**src/hdl/bsp_pkg.sv**
```systemverilog
// Package: shared constants, types and control structs of the beacon scan parser.
`default_nettype none
package bsp_pkg;

	localparam int TABLE_ENTRIES_DEF = 16;
	localparam int POSITION_BITS_DEF = 12;
	localparam int SSID_BYTES        = 32;
	localparam int SSID_AW           = $clog2(SSID_BYTES);

	localparam int MIN_FRAME   = 38;
	localparam int WALK_START  = 36;
	localparam int BSSID_FIRST = 16;
	localparam int BSSID_END   = 22;

	localparam logic [7:0] SUB_MASK       = 8'hF0;
	localparam logic [7:0] SUB_BEACON     = 8'h80;
	localparam logic [7:0] SUB_PROBE_RESP = 8'h50;
	localparam logic [7:0] EID_SSID       = 8'd0;
	localparam logic [7:0] EID_DS         = 8'd3;
	localparam logic [7:0] EID_RSN        = 8'd48;

	typedef enum logic [1:0] {
		MODE_BYTE  = 2'd0,
		MODE_CLEAR = 2'd1,
		MODE_READ  = 2'd2,
		MODE_NONE  = 2'd3
	} mode_t;

	typedef enum logic [2:0] {
		ST_STORED    = 3'd0,
		ST_DUPLICATE = 3'd1,
		ST_FULL      = 3'd2,
		ST_IGNORED   = 3'd3,
		ST_CLEARED   = 3'd4,
		ST_READ      = 3'd5,
		ST_BAD_INDEX = 3'd6
	} status_t;

	typedef enum logic [1:0] {
		PH_ID   = 2'd0,
		PH_LEN  = 2'd1,
		PH_DATA = 2'd2
	} phase_t;

	typedef enum logic [3:0] {
		S_IDLE,
		S_CHECK,
		S_EMIT_IGN,
		S_SRCH,
		S_SRCH_CMP,
		S_EMIT_DUP,
		S_DECIDE,
		S_EMIT_FULL,
		S_COPY,
		S_STORE,
		S_EMIT_CLR,
		S_RD_CHK,
		S_EMIT_BAD,
		S_RD_EMIT,
		S_RD_BYTE
	} state_t;

	typedef struct packed {
		logic     [47:0] bssid;
		logic     [7:0]  channel;
		logic     [7:0]  rssi;
		logic     [5:0]  ssid_cnt;
		logic            rsn;
	} entry_t;

	typedef struct packed {
		logic    accept;
		logic    byte_en;
		logic    frame_clr;
		logic    tbl_clr;
		logic    srch_init;
		logic    srch_rd;
		logic    srch_next;
		logic    k_clr;
		logic    k_inc;
		logic    copy_we;
		logic    entry_we;
		logic    entry_rd;
		logic    ssid_rd;
		logic    out_load;
		status_t sel;
	} cmd_t;

	typedef struct packed {
		mode_t mode;
		logic  is_last;
		logic  frame_ok;
		logic  srch_done;
		logic  match;
		logic  full;
		logic  copy_done;
		logic  idx_bad;
		logic  len_zero;
		logic  k_last;
		logic  out_free;
	} sts_t;

endpackage
`default_nettype wire

```
**src/hdl/bsp_ctrl.sv**
```systemverilog
// Controller: sequences frame end lookup, table store and entry read.
`default_nettype none
module bsp_ctrl import bsp_pkg::*; (
	input  wire logic clk,
	input  wire logic arst_n,
	input  wire logic s_tvalid,
	output logic      s_tready,
	input  wire sts_t sts,
	output cmd_t      cmd
);
	state_t state_q, state_n;

	always_ff @(posedge clk or negedge arst_n) begin
		if (!arst_n) begin
			state_q <= S_IDLE;
		end else begin
			state_q <= state_n;
		end
	end

	always_comb begin
		state_n = state_q;
		unique case (state_q)
			S_IDLE: begin
				if (s_tvalid) begin
					unique case (sts.mode)
						MODE_BYTE:  state_n = sts.is_last ? S_CHECK : S_IDLE;
						MODE_CLEAR: state_n = S_EMIT_CLR;
						MODE_READ:  state_n = S_RD_CHK;
						default:    state_n = S_IDLE;
					endcase
				end
			end
			S_CHECK:    state_n = sts.frame_ok ? S_SRCH : S_EMIT_IGN;
			S_SRCH:     state_n = sts.srch_done ? S_DECIDE : S_SRCH_CMP;
			S_SRCH_CMP: state_n = sts.match ? S_EMIT_DUP : S_SRCH;
			S_DECIDE:   state_n = sts.full ? S_EMIT_FULL : S_COPY;
			S_COPY:     state_n = sts.copy_done ? S_STORE : S_COPY;
			S_RD_CHK:   state_n = sts.idx_bad ? S_EMIT_BAD : S_RD_EMIT;
			S_RD_BYTE:  state_n = S_RD_EMIT;
			S_RD_EMIT: begin
				if (sts.out_free) begin
					state_n = (sts.len_zero || sts.k_last) ? S_IDLE : S_RD_BYTE;
				end
			end
			S_EMIT_IGN, S_EMIT_DUP, S_EMIT_FULL, S_STORE, S_EMIT_CLR, S_EMIT_BAD: begin
				if (sts.out_free) begin
					state_n = S_IDLE;
				end
			end
			default: state_n = S_IDLE;
		endcase
	end

	always_comb begin
		cmd      = '0;
		cmd.sel  = ST_IGNORED;
		s_tready = (state_q == S_IDLE);
		unique case (state_q)
			S_IDLE: begin
				cmd.accept    = s_tvalid;
				cmd.byte_en   = s_tvalid && (sts.mode == MODE_BYTE);
				cmd.tbl_clr   = s_tvalid && (sts.mode == MODE_CLEAR);
				cmd.srch_init = 1'b1;
				cmd.k_clr     = 1'b1;
			end
			S_CHECK: begin
				cmd.srch_init = 1'b1;
			end
			S_SRCH: begin
				cmd.srch_rd = !sts.srch_done;
				cmd.k_clr   = 1'b1;
			end
			S_SRCH_CMP: begin
				cmd.srch_next = !sts.match;
			end
			S_COPY: begin
				cmd.copy_we = !sts.copy_done;
				cmd.k_inc   = !sts.copy_done;
			end
			S_RD_CHK: begin
				cmd.entry_rd = !sts.idx_bad;
				cmd.ssid_rd  = !sts.idx_bad;
				cmd.k_clr    = 1'b1;
			end
			S_RD_BYTE: begin
				cmd.ssid_rd = 1'b1;
			end
			S_RD_EMIT: begin
				cmd.sel      = ST_READ;
				cmd.out_load = sts.out_free;
				cmd.k_inc    = sts.out_free && !(sts.len_zero || sts.k_last);
			end
			S_EMIT_IGN: begin
				cmd.sel       = ST_IGNORED;
				cmd.out_load  = sts.out_free;
				cmd.frame_clr = sts.out_free;
			end
			S_EMIT_DUP: begin
				cmd.sel       = ST_DUPLICATE;
				cmd.out_load  = sts.out_free;
				cmd.frame_clr = sts.out_free;
			end
			S_EMIT_FULL: begin
				cmd.sel       = ST_FULL;
				cmd.out_load  = sts.out_free;
				cmd.frame_clr = sts.out_free;
			end
			S_STORE: begin
				cmd.sel       = ST_STORED;
				cmd.out_load  = sts.out_free;
				cmd.entry_we  = sts.out_free;
				cmd.frame_clr = sts.out_free;
			end
			S_EMIT_CLR: begin
				cmd.sel      = ST_CLEARED;
				cmd.out_load = sts.out_free;
			end
			S_EMIT_BAD: begin
				cmd.sel      = ST_BAD_INDEX;
				cmd.out_load = sts.out_free;
			end
			default: begin
			end
		endcase
	end

`ifndef SYNTHESIS
	a_ready_idle: assert property (@(posedge clk) disable iff (!arst_n)
		s_tready |-> !cmd.out_load)
		else $error("result loaded while taking items");
	a_store_once: assert property (@(posedge clk) disable iff (!arst_n)
		cmd.entry_we |=> state_q == S_IDLE)
		else $error("store not followed by idle");
	a_last_check: assert property (@(posedge clk) disable iff (!arst_n)
		(cmd.byte_en && sts.is_last) |=> state_q == S_CHECK)
		else $error("frame end missed");
`endif
endmodule
`default_nettype wire

```
**config.mk**
```make
export PLATFORM = sky130hd
export DESIGN_NAME = bsp_ctrl
export DESIGN_NICKNAME = d
export VERILOG_FILES = /design/src/hdl/bsp_pkg.sv /design/src/hdl/bsp_ctrl.sv
export SDC_FILE = /design/constraint.sdc
export NUM_CORES = 1
export LEC_CHECK = 0
export ABC_CLOCK_PERIOD_IN_PS = 3440
export BUFFER_PORTS_ARGS = -buffer_cell sky130_fd_sc_hd__buf_2
export CORE_UTILIZATION = 48
export DETAILED_ROUTE_END_ITERATION = 16
export PLACE_DENSITY = 0.84
export SLEW_MARGIN = 5
export SYNTH_ARGS = -nofsm -noshare
export SYNTH_HDL_FRONTEND = slang
export SYNTH_SLANG_ARGS = --single-unit
```
**constraint.sdc**
```tcl
create_clock -name clk -period 3.44 [get_ports clk]
set_input_delay 0.516 -clock clk [delete_from_list [all_inputs] [get_ports clk]]
set_output_delay 0.516 -clock clk [all_outputs]
set_load 0.01 [all_outputs]
```
==> run summary <==
Cell Rows -> 12
RSZ-0062 raised after global routing -> false
Mux contribution to synthesized area -> 0.0172
Fin crit share -> 0.672
Vias -> 739
Hold Buf Count CTS -> 0
Post-CTS setup buffers -> 0
CP max FO -> 24
Gates resized, CTS repair -> 0
Synth Cell Area -> 656 um2
Ys async rst share -> 1.00
Setup crit start kind -> register
Starting Density -> 0.553
Fin Clk Skew -> 0.00387 ns
DRC -> 0
First-pass GRT wire length -> 2580 um
Initial DRC count -> 21
PortBufs -> 32
Final Hold Vio Count -> 0
Final slew viol count -> 0
WP data required -> 2.92 ns
Yosys top cell area share -> 0.153
Final min period -> 2.31 ns
DRT antenna net count -> 0
Complex-gate fraction of the synthesized area -> 0.345
XOR/XNOR Fraction of Synth Area -> 0.0134
Area Overhead vs Synth -> 24.8%
Count leader, synth -> a21oi_1
Pin count of the biggest net entering global routing -> 25
Routed vias/inst -> 5.68
Syn Area/Cell -> 7.54 um2
Gr ovfl total -> 0
Avg WL per Cell -> 12.6 um
Yosys top cell by area -> dfrtp_1
VDD IR-drop max -> 0.665 mV
Cells after Synth -> 87
Worst R2R End -> state_q[0]
Die footprint -> 1520 um2
Synthesized-area fraction occupied by adder cells -> 0.0382
Largest regs -> state_q (4)
Worst slew margin -> 0.565
Core ar. -> 1190 um2
IO Count -> 33
Syn nets -> 104
Max-cap violations -> 0
Area contributors post-synth -> dfrtp_1 (15%), a21oi_1 (6.9%), nor2_1 (4.6%)
Final setup viols -> 0
CTS H-Tree Depth -> 1
Worst r2r path cells -> 4
Final HPWL DP -> 1230 um
Synth Register Bits -> 4
Clk sink count -> 4
Setup slack, reg-to-reg -> 1.49 ns
Critical path class -> reg2out
P_leak -> 0.413 nW
Power per cell area -> 907 nW/um2
DRT Wirelength -> 1630 um
Tot GR Track Use -> 0.246
Post-Synth Simple-Gate Area -> 0.353
Clock slew seen by the registers of the worst setup and hold paths -> 0.04 ns
Sequential area share after synthesis -> 0.153
Crit path arrival time -> 1.79 ns
Clock buffer count from CTS -> 3
Fmax -> 0.433 GHz
Slew @ Worst Pin -> 0.652 ns
Netlist cell types -> 47
1st-pass router iterations -> 4
Top_reg_cell synth -> dfrtp_1
Die X -> 39.0 um
Post-layout util -> 0.690
Largest Register -> state_q
Layout cells sized above 1 -> 0.388
Largest buffer count on any clock path -> 2
DP Area -> 796 um2
Worst r2r src -> state_q[2]
Die Y -> 39.0 um
Post-route cell area -> 818 um2
Vias in the first global route -> 580
Final #Nets -> 135
TritonCTS clock tree -> yes
Ys Warns -> 0
TNS Setup -> 0 ns
Power, Total -> 0.743 mW
Max FFs per register -> 4
Largest family of logic cells by synthesized area -> simple AND/OR/NAND/NOR gates
Clock latency on the worst-skew pair -> 0.24 ns
Worst setup EP type -> primary output
Status -> complete, no violations
Clock root buffer master -> clkbuf_4
Antenna violations before repair -> 0
Inserted Diodes -> 0
EDFF count, synth -> 0
Post-synth top cells -> a21oi_1 (9), nor2_1 (8), nand2_1 (7)
GPL Wtd Cong -> 0.815
Hold Crit Class -> in2async
Layout fillers -> 110
==> report_power, final <==
part | internal (mW) | switching (mW) | total, mW
Sequential | 0.0694 | 0.109 | 0.178
Combinational | 0.253 | 0.252 | 0.505
Clock | 0.0391 | 0.0201 | 0.0592
==> metrics by stage <==
step	hold WS, ns	std cells	setup slack [ns]
floorplan	0.220	87	1.58
global placement	0.321	127	1.41
detailed placement	0.322	127	1.40
CTS	0.0673	130	1.14
global route	0.0655	130	0.969
finish	0.0688	130	1.13
==> logic make-up (layout without fill, tap and decap cells) <==
logic type      Yosys count  after routing
simple gates             39             39
compound gates           30             30
buf+inv                  10             39
flops                     4              4
fa+ha+maj                 2              2
xor+xnor                  1              1
mux                       1              1
==> layout make-up <==
| type | instances | area (um2) | share of cell area |
|---|---|---|---|
| timing repair buffer | 32 | 160 | 0.196 |
| multi-input combinational | 73 | 503 | 0.615 |
| tap | 14 | 17.5 | 0.0214 |
| sequential | 4 | 100 | 0.122 |
| clock buffer | 3 | 22.5 | 0.0275 |
| inverter | 4 | 15.0 | 0.0183 |
==> placed cells by master (no fill, tap or decap), types with 2 or more instances in the layout <==
| cell | Yosys | layout |
|---|---|---|
| dfrtp_1 | 4 | 4 |
| nor3_1 | 2 | 2 |
| nand2_1 | 7 | 7 |
| a21oi_1 | 9 | 9 |
| nor2b_1 | 2 | 2 |
| buf_2 | 3 | 32 |
| nand2b_1 | 2 | 2 |
| inv_1 | 2 | 2 |
| a22oi_1 | 2 | 2 |
| o21ai_0 | 3 | 3 |
| ha_1 | 2 | 2 |
| inv_2 | 2 | 2 |
| o21ai_1 | 2 | 2 |
| clkbuf_4 | 0 | 3 |
| and3_1 | 3 | 3 |
| nor4_1 | 2 | 2 |
| nor2_1 | 8 | 8 |
| nand3b_1 | 2 | 2 |
==> how the worst max path moves through the flow <==
stage          cells after the start  slack, ns  startpoint      end
2_1_floorplan                      4       1.58  state_q[0]   cmd[8]
3_3_place_gp                       4       1.41  state_q[2]   cmd[3]
3_5_place_dp                       4       1.40  state_q[2]   cmd[3]
4_1_cts                            4       1.14  state_q[2]   cmd[3]
5_1_grt                            5       0.97  state_q[2]  cmd[14]
6_report                           4       1.13  state_q[2]   cmd[3]
==> critical path, cell delays in order, from the launching register on <==
cell	delay, ns
dfrtp_1	0.61
or3b_4	0.51
o221a_4	0.14
and2b_1	0.18
buf_2	0.12
==> per-layer routing <==
layer / GRT usage / share of wire / routed length [um] / up-vias
met1: 0.354 / 0.50 / 808 / 323
met2: 0.371 / 0.43 / 703 / 30
met5: 0 / 0 / 0 / -
li1: - / - / - / 382
met4: 0.0517 / 0.012 / 20 / 0
met3: 0.0520 / 0.061 / 100 / 4
Power figures use the tool's default switching activity.
